<file path="config.mk">
export PLATFORM = sky130hd
export DESIGN_NAME = button_press_classifier
export DESIGN_NICKNAME = d
export VERILOG_FILES = /design/src/sv/bpc_pkg.sv /design/src/sv/bpc_cfg.sv /design/src/sv/button_press_classifier.sv
export SDC_FILE = /design/constraint.sdc
export NUM_CORES = 1
export LEC_CHECK = 0
export BUFFER_PORTS_ARGS = -buffer_cell sky130_fd_sc_hd__clkbuf_2
export CORE_UTILIZATION = 37
export CTS_CLUSTER_SIZE = 40
export DETAILED_ROUTE_END_ITERATION = 8
export GPL_TIMING_DRIVEN = 1
export PLACE_DENSITY = 0.56
export SYNTH_ARGS = -nofsm -noshare
export SYNTH_HDL_FRONTEND = slang
export SYNTH_SLANG_ARGS = --single-unit
export TNS_END_PERCENT = 10
</file>
<file path="constraint.sdc">
create_clock -name clk -period 4 [get_ports clk]
set_input_delay 0 -clock clk [delete_from_list [all_inputs] [get_ports clk]]
set_output_delay 0 -clock clk [all_outputs]
set_load 0.01 [all_outputs]
</file>
<file path="src/sv/bpc_pkg.sv">
// ----------------------------------------------------------------------------
// bpc_pkg
// Types, codes and constants shared by the button press classifier files.
// ----------------------------------------------------------------------------
package bpc_pkg;

	localparam int unsigned TICKS_W  = 8;
	localparam int unsigned STEP_W   = 12;
	localparam int unsigned ADJ_W    = 13;
	localparam int unsigned EVENT_W  = 3;
	localparam int unsigned STATE_W  = 4;
	localparam int unsigned ADDR_W   = 4;
	localparam int unsigned DATA_W   = 32;
	localparam int unsigned IN_W     = 8;
	localparam int unsigned OUT_W    = 24;

	localparam logic [TICKS_W-1:0] LONG_TICKS_RST  = 8'd10;
	localparam logic [STEP_W-1:0]  FINE_STEP_RST   = 12'd60;
	localparam logic [STEP_W-1:0]  COARSE_STEP_RST = 12'd600;
	localparam logic [TICKS_W-1:0] HOLD_MAX        = 8'hFF;

	typedef enum logic [1:0] {
		REG_LONG_TICKS  = 2'd0,
		REG_FINE_STEP   = 2'd1,
		REG_COARSE_STEP = 2'd2,
		REG_UNUSED      = 2'd3
	} reg_idx_t;

	typedef enum logic [STATE_W-1:0] {
		ST_START    = 4'd0,
		ST_INIT     = 4'd1,
		ST_MWAIT    = 4'd2,
		ST_IDLE     = 4'd3,
		ST_UPWAIT   = 4'd4,
		ST_UP       = 4'd5,
		ST_UPRAPID  = 4'd6,
		ST_DNWAIT   = 4'd7,
		ST_DN       = 4'd8,
		ST_DNRAPID  = 4'd9,
		ST_BOTHWAIT = 4'd10,
		ST_SAVE     = 4'd11,
		ST_SAVEHOLD = 4'd12
	} state_t;

	typedef enum logic [EVENT_W-1:0] {
		EV_NONE = 3'd0,
		EV_INC  = 3'd1,
		EV_DEC  = 3'd2,
		EV_SAVE = 3'd3,
		EV_READ = 3'd4
	} event_t;

	typedef struct packed {
		logic [TICKS_W-1:0] long_press_ticks;
		logic [STEP_W-1:0]  fine_step;
		logic [STEP_W-1:0]  coarse_step;
	} cfg_t;

endpackage

</file>
<file path="src/sv/bpc_cfg.sv">
// ----------------------------------------------------------------------------
// bpc_cfg
// APB register file holding the press threshold and the two step sizes.
// ----------------------------------------------------------------------------
module bpc_cfg
	import bpc_pkg::*;
(
	input  logic              clk,
	input  logic              arst_n,
	input  logic              psel,
	input  logic              penable,
	input  logic              pwrite,
	input  logic [ADDR_W-1:0] paddr,
	input  logic [DATA_W-1:0] pwdata,
	output logic [DATA_W-1:0] prdata,
	output logic              pready,
	output cfg_t              cfg
);

	cfg_t     cfg_q;
	logic     wr_en;
	reg_idx_t idx;

	assign pready = 1'b1;
	assign wr_en  = psel & penable & pwrite & pready;
	assign idx    = reg_idx_t'(paddr[ADDR_W-1:2]);
	assign cfg    = cfg_q;

	always_ff @(posedge clk or negedge arst_n) begin
		if (!arst_n) begin
			cfg_q.long_press_ticks <= LONG_TICKS_RST;
			cfg_q.fine_step        <= FINE_STEP_RST;
			cfg_q.coarse_step      <= COARSE_STEP_RST;
		end else if (wr_en) begin
			case (idx)
				REG_LONG_TICKS:  cfg_q.long_press_ticks <= pwdata[TICKS_W-1:0];
				REG_FINE_STEP:   cfg_q.fine_step        <= pwdata[STEP_W-1:0];
				REG_COARSE_STEP: cfg_q.coarse_step      <= pwdata[STEP_W-1:0];
				default: begin
				end
			endcase
		end
	end

	always_comb begin
		prdata = '0;
		case (idx)
			REG_LONG_TICKS:  prdata = {{(DATA_W-TICKS_W){1'b0}}, cfg_q.long_press_ticks};
			REG_FINE_STEP:   prdata = {{(DATA_W-STEP_W){1'b0}}, cfg_q.fine_step};
			REG_COARSE_STEP: prdata = {{(DATA_W-STEP_W){1'b0}}, cfg_q.coarse_step};
			default:         prdata = '0;
		endcase
	end

endmodule

</file>
<file path="src/sv/button_press_classifier.sv">
// Path: an accepted item passes the input register, then the result register on m_tvalid.
// Throughput: one item per cycle; the input register and the result register both
// advance whenever the result register is empty or being taken.
// Reset: arst_n clears the state machine to start, the hold counter to zero, both
// pipeline valids, and sets the registers to their defaults (10, 60, 600).
// ----------------------------------------------------------------------------
// button_press_classifier
// Classifies short, long and two-button presses into adjust and save events; a read event follows reset.
// ----------------------------------------------------------------------------
module button_press_classifier
	import bpc_pkg::*;
(
	input  logic              clk,
	input  logic              arst_n,
	input  logic              s_tvalid,
	output logic              s_tready,
	input  logic [IN_W-1:0]   s_tdata,   // button_up, button_down
	output logic              m_tvalid,
	input  logic              m_tready,
	output logic [OUT_W-1:0]  m_tdata,   // event_res, adjust_seconds, machine_state
	input  logic              psel,
	input  logic              penable,
	input  logic              pwrite,
	input  logic [ADDR_W-1:0] paddr,
	input  logic [DATA_W-1:0] pwdata,
	output logic [DATA_W-1:0] prdata,
	output logic              pready
);

	cfg_t cfg;

	bpc_cfg u_cfg (
		.clk     (clk),
		.arst_n  (arst_n),
		.psel    (psel),
		.penable (penable),
		.pwrite  (pwrite),
		.paddr   (paddr),
		.pwdata  (pwdata),
		.prdata  (prdata),
		.pready  (pready),
		.cfg     (cfg)
	);

	logic               valid_s1;
	logic               up_s1;
	logic               dn_s1;
	logic               valid_s2;
	logic [OUT_W-1:0]   data_s2;
	logic               advance;

	state_t             state_q;
	state_t             state_d;
	logic [TICKS_W-1:0] hold_q;
	logic [TICKS_W-1:0] hold_d;
	event_t             ev;
	logic [ADJ_W-1:0]   adj;

	logic none, both, only_up, only_dn, longp;

	assign advance  = !valid_s2 || m_tready;
	assign s_tready = !valid_s1 || advance;
	assign m_tvalid = valid_s2;
	assign m_tdata  = data_s2;

	// input register
	always_ff @(posedge clk or negedge arst_n) begin
		if (!arst_n) begin
			valid_s1 <= 1'b0;
		end else if (s_tready) begin
			valid_s1 <= s_tvalid;
		end
	end

	always_ff @(posedge clk) begin
		if (s_tvalid && s_tready) begin
			up_s1 <= s_tdata[0];
			dn_s1 <= s_tdata[1];
		end
	end

	assign none    = !up_s1 && !dn_s1;
	assign both    = up_s1 && dn_s1;
	assign only_up = up_s1 && !dn_s1;
	assign only_dn = dn_s1 && !up_s1;
	assign longp   = hold_q >= cfg.long_press_ticks;

	// state and hold counter
	always_ff @(posedge clk or negedge arst_n) begin
		if (!arst_n) begin
			state_q <= ST_START;
			hold_q  <= '0;
		end else if (valid_s1 && advance) begin
			state_q <= state_d;
			hold_q  <= hold_d;
		end
	end

	always_comb begin
		state_d = ST_MWAIT;
		case (state_q)
			ST_START: state_d = ST_INIT;
			ST_INIT:  state_d = ST_MWAIT;
			ST_MWAIT: state_d = none ? ST_IDLE : ST_MWAIT;
			ST_IDLE: begin
				if (only_up)      state_d = ST_UPWAIT;
				else if (only_dn) state_d = ST_DNWAIT;
				else if (both)    state_d = ST_BOTHWAIT;
				else              state_d = ST_IDLE;
			end
			ST_UPWAIT: begin
				if (both)        state_d = ST_BOTHWAIT;
				else if (!longp) state_d = only_up ? ST_UPWAIT : ST_UP;
				else             state_d = only_up ? ST_UPRAPID : ST_MWAIT;
			end
			ST_UP:      state_d = ST_MWAIT;
			ST_UPRAPID: state_d = only_up ? ST_UPRAPID : ST_MWAIT;
			ST_DNWAIT: begin
				if (both)        state_d = ST_BOTHWAIT;
				else if (!longp) state_d = only_dn ? ST_DNWAIT : ST_DN;
				else             state_d = only_dn ? ST_DNRAPID : ST_MWAIT;
			end
			ST_DN:      state_d = ST_MWAIT;
			ST_DNRAPID: state_d = only_dn ? ST_DNRAPID : ST_MWAIT;
			ST_BOTHWAIT: begin
				if (!both) state_d = ST_MWAIT;
				else       state_d = longp ? ST_SAVE : ST_BOTHWAIT;
			end
			ST_SAVE:     state_d = ST_SAVEHOLD;
			ST_SAVEHOLD: state_d = longp ? ST_MWAIT : ST_SAVEHOLD;
			default:     state_d = ST_MWAIT;
		endcase

		hold_d = hold_q;
		ev     = EV_NONE;
		adj    = '0;
		case (state_d)
			ST_INIT:  ev = EV_READ;
			ST_MWAIT: hold_d = '0;
			ST_UPWAIT, ST_DNWAIT, ST_BOTHWAIT, ST_SAVEHOLD: begin
				if (hold_q != HOLD_MAX) hold_d = hold_q + 1'b1;
			end
			ST_UP: begin
				ev  = EV_INC;
				adj = {1'b0, cfg.fine_step};
			end
			ST_UPRAPID: begin
				ev  = EV_INC;
				adj = {1'b0, cfg.coarse_step};
			end
			ST_DN: begin
				ev  = EV_DEC;
				adj = -{1'b0, cfg.fine_step};
			end
			ST_DNRAPID: begin
				ev  = EV_DEC;
				adj = -{1'b0, cfg.coarse_step};
			end
			ST_SAVE: begin
				ev     = EV_SAVE;
				hold_d = '0;
			end
			default: begin
			end
		endcase
	end

	// result register
	always_ff @(posedge clk or negedge arst_n) begin
		if (!arst_n) begin
			valid_s2 <= 1'b0;
		end else if (advance) begin
			valid_s2 <= valid_s1;
		end
	end

	always_ff @(posedge clk) begin
		if (valid_s1 && advance) begin
			data_s2 <= {{(OUT_W-EVENT_W-ADJ_W-STATE_W){1'b0}}, state_d, adj, ev};
		end
	end

endmodule
</file>
# Yosys cells after proc, flatten, opt, wreduce, memory -nomap -nowiden
# Index checks and enable logic that the tools add are counted.
totals:
  in_bits: 51
  word_cells: 84
  regBits: 68
op_classes:
  eq_ne: 24
  n_addsub: 3
  n_bitwise: 2
  n_reduce_logical: 23
  order_cmp: 1
  n_mux: 21
ops:
  columns: ["operator", "n"]
  rows:
  - ["case mux 13 bit (4 select lines)", 1]
  - ["two-way mux 4 bit", 10]
  - ["case mux 4 bit (10 select lines)", 1]
  - ["== test 4 bit, second input constant", 9]
  - ["case mux 12 bit (3 select lines)", 1]
  - ["== test 4 x 3 -> 1 bit, second input constant", 7]
  - ["negator 12 -> 13 bit", 2]
  - ["case mux 8 bit (2 select lines)", 1]
  - ["== test 4 x 2 -> 1 bit, second input constant", 3]
  - ["case mux 3 bit (4 select lines)", 1]
  - ["adder 8 x 1 -> 8 bit, second input constant", 1]
  - [">= comparator 8 bit", 1]
  - ["two-way mux 8 bit", 1]
  - ["inequality test 8 bit, second input constant", 1]
  - ["logical AND 1 bit", 6]
  - ["two-way mux 3 bit", 2]
  - ["AND reduction 2 bit", 3]
  - ["OR reduction 2 bit", 3]
  - ["== test 4 x 1 -> 1 bit, second input constant", 1]
  - ["zero test 1 bit", 4]
  - ["zero test 4 bit", 1]
  - ["OR reduction 4 bit", 1]
  - ["two-way mux 1 bit", 3]
  - ["AND reduction 3 bit", 1]
  - ["other kinds (7)", 9]

# Longest topological paths before layout
logic_depth:
  word_depth: 10
  ltp_mapped: 16

# Hierarchy
# A second synthesis with hierarchy kept.
unflattened:
  hier_cells: 443
  hier_area_um2: 4495.6
by_module_without_submodules:
  columns: ["module", "area_each_um2", "cells_each", "instances"]
  rows:
  - ["button_press_classifier", 2844.0, 317, 1]
  - ["bpc_cfg", 1651.6, 126, 1]

# Worst setup path before layout
# Ideal clock, no wire load.
synth_path:
  path_kind: "register -> register"
  start: "reg hold_q[0]"
  end: "reg hold_q[5]"
  setup_ns: 0.126
  slack_ns: 0.526
  period_less_slack_ns: 3.474
  path_stages_with_launch: 16
  arrival_time_ns: 3.348
  required_time_ns: 3.874
  path_cell_list: "dfrtp_1 > inv_1 > ha_1 > nand2b_1 > a2111oi_2 > o311a_4 > ha_1 > a21oi_1 > o2111ai_1 > a31oi_4 > inv_4 > nor3_4 > nand3_1 > a31o_1 > buf_6 > a221o_1"
synth_via:
  elab_chain_len: 8
  word_cells_on_any_way: 24
  cone_classes: "add/sub: 1; order compare: 1; eq/ne: 8; mux: 10; reduce/logical: 4"
synth_lines:
  columns: ["element", "line_no", "source"]
  rows:
  - ["from (decl)", "button_press_classifier.sv:54", "logic [TICKS_W-1:0] hold_q;"]
  - ["from (signal assigned)", "button_press_classifier.sv:95", "hold_q <= hold_d;"]
  - [">= comparator 8 bit (*)", "button_press_classifier.sv:86", "assign longp = hold_q >= cfg.long_press_ticks;"]
  - ["two-way mux 4 bit", "button_press_classifier.sv:120", "else if (!longp) state_d = only_dn ? ST_DNWAIT : ST_DN;"]
  - ["two-way mux 4 bit", "button_press_classifier.sv:119", "if (both) state_d = ST_BOTHWAIT;"]
  - ["case mux 4 bit (10 select lines) (*)", "button_press_classifier.sv:101", "case (state_q)"]
  - ["named net state_d[3]", "button_press_classifier.sv:53", "state_t state_d;"]
  - ["== test 4 x 3 -> 1 bit (tied with other cells)", "button_press_classifier.sv:137", "case (state_d)"]
  - ["OR reduction 4 bit / OR reduction 2 bit (equally long branches)", null, null]
  - ["inequality test 2 bit (no source line) / nonzero test 2 bit (equally long branches)", null, null]
  - ["AND reduction 3 bit (no source line)", null, null]
# Mark *: on every way through the listed nets, which the timed path passes. The rest lies on a longest branch. The select of a mux whose other input is x is not followed.
# A chain may end at the register's enable or synchronous reset.

# Worst setup path after layout
layout_path:
  start: "reg hold_q[0]"
  end: "reg hold_q[5]"
layout_via:
  elab_chain_len: 8
  word_cells_on_any_way: 24
  cone_classes: "add/sub: 1; order compare: 1; eq/ne: 8; mux: 10; reduce/logical: 4"
layout_lines:
  columns: ["element", "line_no", "source"]
  rows:
  - [">= comparator 8 bit", "button_press_classifier.sv:86", null]
  - ["two-way mux 1 bit (tied with other cells)", "button_press_classifier.sv:127", "else state_d = longp ? ST_SAVE : ST_BOTHWAIT;"]
  - ["two-way mux 4 bit (on tied branches)", "button_press_classifier.sv:126, button_press_classifier.sv:112, button_press_classifier.sv:119", null]
  - ["case mux 4 bit (10 select lines)", "button_press_classifier.sv:101", null]
  - ["== test 4 x 3 -> 1 bit (tied with other cells)", "button_press_classifier.sv:137", null]
  - ["OR reduction 4 bit / OR reduction 2 bit (equally long branches)", null, null]
  - ["inequality test 2 bit (no source line) / nonzero test 2 bit (equally long branches)", null, null]
  - ["AND reduction 3 bit (no source line)", null, null]
# Parallel ways exist; a longest one is shown, timed or not. The select of a mux whose other input is x is not followed.

==> impl_metrics.ini <==
[logic_synthesis]
synth.most_common_cell = nand2_1
synth_area_per_cell_sq_um = 9.65
synthTopCellsByCount = nand2_1, o21ai_0, dfrtp_1, buf_4
yosys_most_used_dff = dfrtp_1
synth_top_area_frac = 0.201
synth.area.top_cells = dfrtp_1, edfxtp_1, dfstp_2, mux2_2, ha_1
yosys.cell_types.count = 70
ys_ff_latch = 68
synth_warnings = 0
synthCells = 465
yosysTopAreaCell = dfrtp_1
synth_area_sq_mm = 0.00449
ys_async_sr_fraction = 0.676
synth_seq_area_share = 0.406
synth_edf_count = 22

[timing]
setup_violations = 0
period_needed_ns = 3.66
skew_ns = 0.00714
fmax_mhz = 273
worst_pin_slew_ns = 1.32
maxSlewHeadroom = 0.116
finalHoldViolCount = 0
finalCritPeriodShare = 0.915
rsz0062_at_grt = false
finalSetupTns_ns = 0
setup_ws_ns = 0.338
drv_slew = 0

[setup_path]
cp_max_fo = 8
crit_top_cell = ha_1
endpoint_kind = register
r2r_start = hold_q[0]
cpPeakStageDelay_ns = 0.50
rrSetupSlack_ns = 0.34
cp_cell_sequence = inv_1 > ha_1 > nand2b_1 > a2111oi_2 > o311a_4 > ha_1 > a21oi_1 > o2111ai_1 > a31oi_4 > buf_4 > or3_1 > o211ai_1 > a31o_1 > a221o_1
r2r-end = hold_q[5]
worstSetupPathType = reg2reg
arrival_ns = 3.87
reg2regPathDepth = 14
worst_path_max_delay_cell = a2111oi_2
startpoint_type = register
cp.required_ns = 4.21

[clock_network]
clkLatencyLatePin_ns = 0.33
cts_made_buffers = 9
cts_tree = built
cts_setup_buffers = 0
root_buffer = clkbuf_16
clk_pin_slew_ns = 0.06
clock_path_buffers = 2
cts.sinks = 68
cts_max_level = 3

[run]
maxCapViolations = 0

[floorplanning]
core_sq_mm = 0.0116
initial_utilization = 0.386
fp.dieW_um = 112
chipHeight_um = 112
fp.dieArea_sq_mm = 0.0126
placementRows = 39
ios = 110

[cells_and_area]
antenna_cells = 0
final_layout_size_suffix_gt1_frac = 0.248
fin_cells = 687
area_growth_pct = 19.0
nets = 608

[global_routing]
grt_max_degree = 47
overflow = 0
grt_pass1_wl_mm = 17.8
grt_pass1_vias = 3599
antenna_found_initial = 0
grt_usage = 0.180

[outcome]
status = finished with violations
violations = design-rule violations

[pwr]
p_per_area_mw_per_mm2 = 653
leakagePower_nw = 2.27
vdd_drop_max_mv = 0.323

[hold_path]
min_from = penable
worstHoldEndpoint = u_cfg.cfg[12]
worstHoldPathCells = 4
hold_class = in2reg

[routing]
drc = 3
wirelength_mm = 10.7
route.met2.wl_mm = 5.42
drt_iter0_markers = 203
wl_met3_um = 405
wl_per_cell_um = 15.6
wl_met1_mm = 4.80
via_count = 3654
top_layer = met4
drtAntennaViolNets = 0
vias_per_cell = 5.32
first_pass_iters = 8

[place]
hpwl_mm = 7.44
pre_cts_ws_ns = 0.320
gp_congestion = 0.827
dp.cells = 653
numPortBuffers = 56
-- flip-flops by register name, summed over array words and instances, names as in the netlist --
name / cells
dn_s1: 1
hold_q: 8
m_tdata: 20
m_tvalid: 1
state_q: 4
u_cfg.cfg: 32
up_s1: 1
valid_s1: 1
-- routing by layer --
layer | vias to the layer above | GRT usage
li1 | 1796 | -
met1 | 1771 | 0.217
met2 | 83 | 0.318
met3 | 4 | 0.0427
met4 | 0 | 0.0569
met5 | - | 0
-- repair_timing --
item                       in CTS  in global routing
gates resized for setup         0                  0
hold buffers                   18                  0
hold endpoints to repair       72                  0
setup endpoints to repair       0                  0
-- report_power, final --
group          internal (W)  total [W]  switching [W]
Clock              0.000492   0.000781       0.000288
Sequential         0.000950    0.00118       0.000227
Combinational      0.000676    0.00153       0.000853
-- worst max-delay path by stage --
| stage | startpoint | to | depth (start not counted) |
|---|---|---|---|
| 6_report | hold_q[0] | hold_q[5] | 14 |
| 5_1_grt | hold_q[0] | hold_q[5] | 14 |
| 4_1_cts | hold_q[0] | hold_q[5] | 14 |
| 3_5_place_dp | hold_q[0] | hold_q[5] | 14 |
| 3_3_place_gp | hold_q[0] | hold_q[6] | 14 |
| 2_1_floorplan | hold_q[0] | hold_q[5] | 15 |
-- stage by stage --
stage	instance area [sq um]	util	power (W)	hold WS, ns
4_1_cts	5340	0.460	0.00351	0.264
2_1_floorplan	4570	-	0.00230	-0.296
5_1_grt	5340	0.460	0.00376	0.323
3_3_place_gp	4860	0.419	0.00266	0.148
3_5_place_dp	4860	0.419	0.00270	0.150
6_report	5340	0.460	0.00349	0.280
-- critical path, delay by kind of cell (launching register included) --
kind,cells,cell delay (ns)
adders and majority gates,2,0.46
buffers and inverters,2,0.29
AOI/OAI and AO/OA,8,2.15
DFF,1,0.40
and+or+nand+nor,2,0.26
-- cells by family after synthesis --
logic type | Yosys count | share of synthesized area
flip-flops | 68 | 0.406
other | 2 | 0.00167
AND/OR/NAND/NOR | 159 | 0.197
AO/OA/AOI/OAI | 112 | 0.175
buffers and inverters | 72 | 0.0881
multiplexers | 31 | 0.0753
adder cells (fa/ha/maj) | 18 | 0.0502
XOR/XNOR | 3 | 0.00586
-- cell type report --
| type | count | area [sq um] |
|---|---|---|
| Timing Repair Buffer | 85 | 568 |
| Fill cell | 1086 | 6270 |
| Multi-Input combinational cell | 348 | 2360 |
| Tap cell | 143 | 179 |
| Clock buffer | 14 | 285 |
| Inverter | 27 | 106 |
| Sequential cell | 68 | 1820 |
| Clock inverter | 2 | 12.5 |
-- cells in the final DEF, fill, tap and decap left out, types with 10 or more instances in the layout --
| master | instances |
|---|---|
| dlygate4sd3_1 | 18 |
| conb_1 | 25 |
| inv_1 | 24 |
| ha_1 | 18 |
| nor3b_1 | 13 |
| nor2_1 | 14 |
| clkbuf_16 | 10 |
| or3_1 | 15 |
| dfstp_2 | 10 |
| dfrtp_1 | 36 |
| a21oi_1 | 24 |
| nand2_1 | 49 |
| o21ai_0 | 44 |
| nor3_1 | 15 |
| edfxtp_1 | 22 |
| clkbuf_2 | 56 |
| mux2_2 | 22 |
No activity file was read; power rests on OpenSTA's default activity.
